### config.mk
export PLATFORM = sky130hd
export DESIGN_NAME = ilee_ctrl
export DESIGN_NICKNAME = d
export VERILOG_FILES = /design/src/rtl/ilee_pkg.sv /design/src/rtl/ilee_ctrl.sv
export SDC_FILE = /design/constraint.sdc
export NUM_CORES = 1
export LEC_CHECK = 0
export BUFFER_PORTS_ARGS = -buffer_cell sky130_fd_sc_hd__buf_2
export CORE_MARGIN = 5
export CORE_UTILIZATION = 50
export DETAILED_ROUTE_END_ITERATION = 6
export PLACE_DENSITY = 0.75
export SYNTH_ARGS = -nofsm -noshare
export SYNTH_HDL_FRONTEND = slang
export SYNTH_SLANG_ARGS = --single-unit
### constraint.sdc
create_clock -name clk -period 2.8 [get_ports clk]
set_clock_uncertainty 0.2 [all_clocks]
set_input_delay 0.56 -clock clk [delete_from_list [all_inputs] [get_ports clk]]
set_output_delay 0.56 -clock clk [all_outputs]
set_load 0.02 [all_outputs]
### src/rtl/ilee_pkg.sv
// ----------------------------------------------------------------------------
// ilee_pkg
// shared types and constants of the ising lattice energy engine
// ----------------------------------------------------------------------------
package ilee_pkg;

  localparam int ROW_W       = 6;
  localparam int IN_TDATA_W  = 16;
  localparam int IN_TUSER_W  = 2;
  localparam int DELTA_W     = 6;
  localparam int ENERGY_W    = 17;
  localparam int MAG_W       = 14;
  localparam int OUT_TDATA_W = 40;
  localparam int CFG_IDX_W   = 1;
  localparam int H_W         = 5;
  localparam int CFG_DATA_W  = H_W;
  localparam int QPH_W       = 3;

  localparam logic [QPH_W-1:0] QPH_LAST = 3'd4;

  localparam logic signed [H_W-1:0] H_MIN = -5'sd8;
  localparam logic signed [H_W-1:0] H_MAX = 5'sd8;

  localparam int ENERGY_MAX = 65535;
  localparam int ENERGY_MIN = -65536;
  localparam int MAG_MAX    = 8191;
  localparam int MAG_MIN    = -8192;

  localparam logic [CFG_IDX_W-1:0] CFG_FILL_NEG = 1'b0;
  localparam logic [CFG_IDX_W-1:0] CFG_FIELD_H  = 1'b1;

  typedef enum logic [1:0] {
    REQ_FILL   = 2'd0,
    REQ_WRITE  = 2'd1,
    REQ_QUERY  = 2'd2,
    REQ_TOTALS = 2'd3
  } req_t;

  typedef enum logic [1:0] {
    WS_ZERO = 2'd0,
    WS_FILL = 2'd1,
    WS_ITEM = 2'd2
  } wsrc_t;

  typedef enum logic [1:0] {
    RD_NONE  = 2'd0,
    RD_QUERY = 2'd1,
    RD_SCAN  = 2'd2
  } rd_t;

  typedef struct packed {
    logic  load;
    logic  we;
    wsrc_t wsrc;
    rd_t   rd;
    logic  sw_step;
    logic  fin1;
    logic  fin2;
    logic  out_load;
  } cmd_t;

  typedef struct packed {
    logic sweep_last;
    logic q_last;
    logic out_free;
  } stat_t;

endpackage

### src/rtl/ilee_ctrl.sv
// ----------------------------------------------------------------------------
// ilee_ctrl
// request sequencer: clear pass, fill and totals sweeps, query reads, output
// ----------------------------------------------------------------------------
module ilee_ctrl (
  input  logic                            clk,
  input  logic                            rst_n,
  input  logic                            in_tvalid,
  output logic                            in_tready,
  input  logic [ilee_pkg::IN_TUSER_W-1:0] in_tuser,
  input  ilee_pkg::stat_t                 stat,
  output ilee_pkg::cmd_t                  cmd
);

  typedef enum logic [10:0] {
    S_CLEAR = 11'b000_0000_0001,
    S_IDLE  = 11'b000_0000_0010,
    S_FILL  = 11'b000_0000_0100,
    S_WRITE = 11'b000_0000_1000,
    S_QRD   = 11'b000_0001_0000,
    S_QWAIT = 11'b000_0010_0000,
    S_SCAN  = 11'b000_0100_0000,
    S_SWAIT = 11'b000_1000_0000,
    S_FIN1  = 11'b001_0000_0000,
    S_FIN2  = 11'b010_0000_0000,
    S_DONE  = 11'b100_0000_0000
  } state_t;

  state_t         state_r;
  state_t         state_nxt;
  ilee_pkg::req_t req;

  assign req = ilee_pkg::req_t'(in_tuser);

  always_ff @(posedge clk) begin
    if (!rst_n) begin
      state_r <= S_CLEAR;
    end else begin
      state_r <= state_nxt;
    end
  end

  always_comb begin
    state_nxt = state_r;
    cmd       = '0;
    in_tready = 1'b0;
    unique case (state_r)
      S_CLEAR: begin
        cmd.we      = 1'b1;
        cmd.wsrc    = ilee_pkg::WS_ZERO;
        cmd.sw_step = 1'b1;
        if (stat.sweep_last) state_nxt = S_IDLE;
      end
      S_IDLE: begin
        in_tready = 1'b1;
        if (in_tvalid) begin
          cmd.load = 1'b1;
          unique case (req)
            ilee_pkg::REQ_FILL:   state_nxt = S_FILL;
            ilee_pkg::REQ_WRITE:  state_nxt = S_WRITE;
            ilee_pkg::REQ_QUERY:  state_nxt = S_QRD;
            ilee_pkg::REQ_TOTALS: state_nxt = S_SCAN;
            default:              state_nxt = S_IDLE;
          endcase
        end
      end
      S_FILL: begin
        cmd.we      = 1'b1;
        cmd.wsrc    = ilee_pkg::WS_FILL;
        cmd.sw_step = 1'b1;
        if (stat.sweep_last) state_nxt = S_DONE;
      end
      S_WRITE: begin
        cmd.we    = 1'b1;
        cmd.wsrc  = ilee_pkg::WS_ITEM;
        state_nxt = S_DONE;
      end
      S_QRD: begin
        cmd.rd = ilee_pkg::RD_QUERY;
        if (stat.q_last) state_nxt = S_QWAIT;
      end
      S_QWAIT: begin
        state_nxt = S_DONE;
      end
      S_SCAN: begin
        cmd.rd      = ilee_pkg::RD_SCAN;
        cmd.sw_step = 1'b1;
        if (stat.sweep_last) state_nxt = S_SWAIT;
      end
      S_SWAIT: begin
        state_nxt = S_FIN1;
      end
      S_FIN1: begin
        cmd.fin1  = 1'b1;
        state_nxt = S_FIN2;
      end
      S_FIN2: begin
        cmd.fin2  = 1'b1;
        state_nxt = S_DONE;
      end
      S_DONE: begin
        if (stat.out_free) begin
          cmd.out_load = 1'b1;
          state_nxt    = S_IDLE;
        end
      end
      default: begin
        state_nxt = S_IDLE;
      end
    endcase
  end

endmodule

==> results of run 1 <==
==> per-layer routing <==
metal | vias up | wire, um | GRT usage
li1 | 436 | - | -
met1 | 386 | 923 | 0.225
met2 | 48 | 953 | 0.271
met3 | 6 | 168 | 0.0325
met4 | 0 | 38 | 0.0468
met5 | - | 0 | 0
==> layout by cell type (no fill, tap or decap), drive strengths merged, types with 2 or more instances in the layout <==
master  instances
inv             3
xor2            2
nand4           2
and3            6
dfxtp          11
and4            3
o21ai           6
a21oi           2
and2            2
clkbuf          3
or4             3
or3             3
buf            18
nor4            8
o21a            3
nor3            6
or2             2
nand2b          3
nand2           9
nor2           10
nor3b           2
nor2b           3
==> layout make-up <==
| cell class | instances | area [um^2] |
|---|---|---|
| Clock inverter | 1 | 5.00 |
| Fill cell | 157 | 601 |
| Clock buffer | 3 | 22.5 |
| Sequential cell | 11 | 220 |
| Multi-Input combinational cell | 87 | 572 |
| Tap cell | 16 | 20.0 |
| Timing Repair Buffer | 18 | 90.1 |
| Inverter | 3 | 11.3 |
==> logic make-up (layout without fill, tap and decap cells) <==
group	after synthesis	count (layout)	share of synthesized area
simple gates	65	65	0.492
xor+xnor	3	3	0.0316
buf+inv	9	25	0.0527
flops	11	11	0.265
compound gates	19	19	0.158
==> worst max-delay path: cells and delay by family, from the launching register on <==
family,cells,cell delay [ns]
buffers and inverters,1,0.16
flip-flops,1,0.38
AND/OR/NAND/NOR,3,0.99
==> what timing repair did <==
item / CTS / global route
endpoints found under the setup margin: 0 / 1
resized for setup: 0 / 1
hold buffers: 0 / 0
==> through the flow <==
step	hold WS [ns]	std cells	utilization	setup slack [ns]	total power, uW
floorplan	0.385	107	-	0.403	265
global placement	0.373	135	0.589	0.593	294
detailed placement	0.374	135	0.589	0.482	297
CTS	0.270	139	0.607	0.180	402
global route	0.268	139	0.610	0.0787	433
finish	0.273	139	0.610	0.254	405
==> how the worst min path moves through the flow <==
stage	from	endpoint	slack [ns]	depth (start not counted)
after global placement	state_r[7]$_SDFFE_PN0P_	state_r[8]$_SDFFE_PN0P_	0.37	2
after global routing	in_tuser[1]	state_r[3]$_SDFFE_PN0P_	0.27	2
after detailed placement	state_r[7]$_SDFFE_PN0P_	state_r[8]$_SDFFE_PN0P_	0.37	2
final	in_tuser[1]	state_r[3]$_SDFFE_PN0P_	0.27	2
after CTS	in_tuser[1]	state_r[3]$_SDFFE_PN0P_	0.27	2
after floorplan	state_r[7]$_SDFFE_PN0P_	state_r[8]$_SDFFE_PN0P_	0.38	3
==> power groups by stage <==
stage	Combinational (uW)	Clock (uW)	Sequential, uW
after floorplan	94.2	0	170
after global placement	115	0	179
after detailed placement	118	0	180
after CTS	119	108	176
after global routing	133	122	178
final	120	109	176
==> flow_metrics.tcl, run 1 <==
set metrics [dict create \
    synthTopCellsByArea "dfxtp_1 (27%), nor2_1 (4.5%), nand2_1 (4.1%), and3_1 (3.8%), nor4_1 (3.8%)" \
    p_leak_uw 0.000422 \
    drive_above_1_share 0.285 \
    tightestPinTransition_ns 0.608 \
    die_x_um 50.8 \
    crit_end "cmd[6]" \
    dpl_cell_area_um2 908 \
    grt_setup_unrepaired "false" \
    cts_made_buffers 3 \
    io_buffers 18 \
    maxCapViolCount 0 \
    grtUsageTotal 0.168 \
    synth_common_cells "dfxtp_1 (11), nor2_1 (10), nand2_1 (9)" \
    relSlewSlack 0.591 \
    synth_most_common_cell "dfxtp_1" \
    post-route-min-period_ns 2.55 \
    fmaxAchievable_mhz 393 \
    grt-ovfl-total 0 \
    synth_largest_area_cell "dfxtp_1" \
    stdcell_area_um2 941 \
    diodes 0 \
    rows 14 \
    p_switching_uw 141 \
    via_count 876 \
    p_sw_frac 0.347 \
    r2r_cells 5 \
    place_congestion 0.983 \
    largest_reg_flops 11 \
    syn_inst 107 \
    start_kind "flop" \
    grt_max_degree 11 \
    wl_mm 2.08 \
    path_cells "or3_1 > nor4_1 > and3_1 > buf_2" \
    path_class "flop to primary output" \
    ir_drop_mv 0.317 \
    pin_count 19 \
    synth.distinct_cells 44 \
    grt_pass1_vias 793 \
    syn_avg_cell_area_um2 7.76 \
    core_region_area_um2 1540 \
    r2r_end "state_r[4]$_SDFFE_PN0P_" \
    wire_per_inst_um 15.0 \
    tritoncts "built" \
    grt_pass1_wl_mm 3.51 \
    slew_viol_final 0 \
    cp_data_arrival_time_ns 1.79 \
    finalHoldViolations 0 \
    end_kind "primary output" \
    critPathMaxStageDelay_ns 0.41 \
    top_register "state_r" \
    cts_sinks 11 \
    fin_crit_sh 0.909 \
    cp_slowest_cell "or3_1" \
    clk_pin_slew_worst_paths_ns 0.08 \
    async_reset_ff_frac 0 \
    synth-edff-count 0 \
    dr.pass1.iters 4 \
    setup_viol 0 \
    hp-class "input port to flop" \
    synthFlopType "dfxtp_1" \
    yosysTopAreaCellShare 0.265 \
    seq_power_share 0.435 \
    crit_fanout 6 \
    powerDensity_nw_per_um2 431 \
    final_nets 132 \
    ys_warn_count 0 \
    ant_nets 0 \
    rrSetupSlack_ns 0.63 \
    start_util 0.539 \
    drcViolationCount 0 \
    status "finished, final reports clean" \
    ys_seq_elements 11 \
    root_buffer "clkbuf_4" \
    synth-seq-area-share 0.265 \
    critPathLaunch "state_r[9]$_SDFFE_PN0P_" \
    hpwl_mm 1.58 \
    finalSetupTns_ns 0 \
    combPwrFrac 0.296 \
    antenna_found_initial 0 \
    internal-power_uw 264 \
    dieArea_um2 2580 \
    drt_iter0_markers 24 \
    post_cts_buffers 0 \
    reg_top3 "state_r x11" \
    cts_max_level 1 \
    required_ns 2.04 \
    mappedNetlistArea_um2 831 \
    insertion_delay_ns 0.27 \
    syn_to_final_growth_pct 13.3 \
    power.share.clock 0.269 \
    viasPerCell 6.30 \
    die_y_um 50.8 \
    syn_nets 115 \
    clock_path_buffers 2 \
    r2r_start "state_r[6]$_SDFFE_PN0P_" \
]
(Power assumes the default switching activity.)
==> inputs of run 2 (changes only) <==
--- a/config.mk
+++ b/config.mk
@@ -5,11 +5,12 @@
 export SDC_FILE = /design/constraint.sdc
 export NUM_CORES = 1
 export LEC_CHECK = 0
+export ABC_CLOCK_PERIOD_IN_PS = 2700
 export BUFFER_PORTS_ARGS = -buffer_cell sky130_fd_sc_hd__buf_2
 export CORE_MARGIN = 5
-export CORE_UTILIZATION = 50
+export CORE_UTILIZATION = 52
 export DETAILED_ROUTE_END_ITERATION = 6
-export PLACE_DENSITY = 0.75
+export PLACE_DENSITY = 0.77
 export SYNTH_ARGS = -nofsm -noshare
 export SYNTH_HDL_FRONTEND = slang
 export SYNTH_SLANG_ARGS = --single-unit
==> constraint.sdc (replaced) <==
create_clock -name clk -period 2.7 [get_ports clk]
set_clock_uncertainty 0.2 [all_clocks]
set_input_delay 0.54 -clock clk [delete_from_list [all_inputs] [get_ports clk]]
set_output_delay 0.54 -clock clk [all_outputs]
set_load 0.02 [all_outputs]
==> run 2 against run 1 <==
Compared with the run above:
- sequential power is 4% higher
- critical path depth unchanged
- core utilization increased by 1.8 points
- via count up 0.91%
- critical path type unchanged
- critical endpoint is now cmd[9]
- largest cell class unchanged
==> flow_metrics.tcl, run 2 (synthesis gave the netlist of run 1 again) <==
set metrics [dict create \
    finalSetupTns_ns 0 \
    dr_wl_met2_um 958 \
    post-route-min-period_ns 2.46 \
    multiInputGateArea_um2 578 \
    dieArea_um2 2500 \
    p_leak_uw 0.000424 \
    dr.pass1.iters 4 \
    cts_sinks 11 \
    slew_viol_final 0 \
    regArea_um2 220 \
    end_kind "primary output" \
    die_x_um 50.0 \
    dpl_cell_area_um2 908 \
    relSlewSlack 0.524 \
    hpwl_mm 1.63 \
    final_cell_mix "buf_2 (18), dfxtp_1 (11), nor2_1 (10)" \
    grtUsageTotal 0.181 \
    antenna_found_initial 0 \
    cts_max_level 1 \
    layout.cells.non_filler 139 \
    place_congestion 0.842 \
    met3_length_um 114 \
    post_cts_buffers 0 \
    grt_pass1_wl_mm 3.57 \
    dp_cells 135 \
    stdcell_area_um2 947 \
    clock_path_buffers 2 \
    clk_pin_slew_worst_paths_ns 0.07 \
    rows 14 \
    drt-met1-wl_um 906 \
    drcViolationCount 0 \
    grt-ovfl-total 0 \
    setup_viol 0 \
    core_region_area_um2 1510 \
    diodes 0 \
    insertion_delay_ns 0.27 \
    maxCapViolCount 0 \
    status "finished, final reports clean" \
    path_class "flop to primary output" \
    cp_data_arrival_time_ns 1.72 \
    drive_above_1_share 0.293 \
    ir_drop_mv 0.335 \
    crit_fanout 8 \
    fin_crit_sh 0.910 \
    grt_setup_unrepaired "false" \
    fill_cells 151 \
    tightestPinTransition_ns 0.708 \
    layout_commonest_cell "buf_2" \
    grt_max_degree 11 \
    pin_count 19 \
    critPathMaxStageDelay_ns 0.44 \
    via_count 884 \
    hp-class "input port to flop" \
    tritoncts "built" \
    root_buffer "clkbuf_4" \
    start_util 0.551 \
    finalHoldViolations 0 \
    start_kind "flop" \
    drt_iter0_markers 21 \
    largest_reg_flops 11 \
    die_y_um 50.0 \
    powerDensity_nw_per_um2 440 \
    ant_nets 0 \
    path_cells "nor4_4 > and4_4 > and2_2 > buf_2" \
    required_ns 1.96 \
    top_layer "met4" \
    syn_to_final_growth_pct 14.0 \
    grt_pass1_vias 819 \
    cts_made_buffers 3 \
    wire_per_inst_um 14.7 \
    wl_mm 2.04 \
    viasPerCell 6.36 \
    top_register "state_r" \
    reg_top3 "state_r x11" \
    io_buffers 18 \
    final_nets 132 \
    cp_slowest_cell "nor4_4" \
    fmaxAchievable_mhz 407 \
]
-- run 2: path summary, 6_finish.rpt --
check	start	to	slack (ns)	cells after the start
worst min-delay path	in_tuser[1]	state_r[3]$_SDFFE_PN0P_	0.26	2
worst min register to register	state_r[7]$_SDFFE_PN0P_	state_r[8]$_SDFFE_PN0P_	0.38	2
worst max register to register	state_r[6]$_SDFFE_PN0P_	state_r[4]$_SDFFE_PN0P_	0.43	5
worst max-delay path	state_r[4]$_SDFFE_PN0P_	cmd[9]	0.24	4
-- run 2: per-layer routing --
metal | global-route usage | vias up
met2 | 0.282 | 32
li1 | - | 437
met4 | 0.114 | 0
met5 | 0 | -
met1 | 0.226 | 408
met3 | 0.0331 | 7
-- run 2: layout make-up --
cell class / count / area share
repair buffers: 18 / 0.0951
clock inverters: 1 / 0.00528
flip-flops and latches: 11 / 0.232
multi-input cells: 87 / 0.610
clock buffers: 3 / 0.0238
well taps: 16 / 0.0211
inverters: 3 / 0.0119
-- run 2: report_power, final --
group,internal (uW),total [uW],switching (uW)
clock network,54.9,110,55.1
registers,168,183,14.7
logic,52.6,124,71.8
total,276,417,142
-- run 2: worst max-delay path, delay by kind of cell, from the launching register on --
family | cells | cell delay (ns)
buffers and inverters | 1 | 0.15
AND/OR/NAND/NOR | 3 | 0.90
flip-flops | 1 | 0.40
-- run 2: repair_timing --
item | in CTS | in global routing
setup endpoints to repair | 0 | 4
gates resized for setup | 0 | 2
hold buffers | 0 | 0
-- run 2: through the flow --
step | utilization | total power [uW] | worst slack (ns) | hold WS [ns]
final | 0.629 | 417 | 0.243 | 0.257
after global routing | 0.629 | 452 | 0.0590 | 0.241
after CTS | 0.621 | 419 | 0.165 | 0.245
after detailed placement | 0.603 | 307 | 0.469 | 0.376
after global placement | 0.603 | 305 | 0.494 | 0.371
after floorplan | - | 275 | 0.323 | 0.385
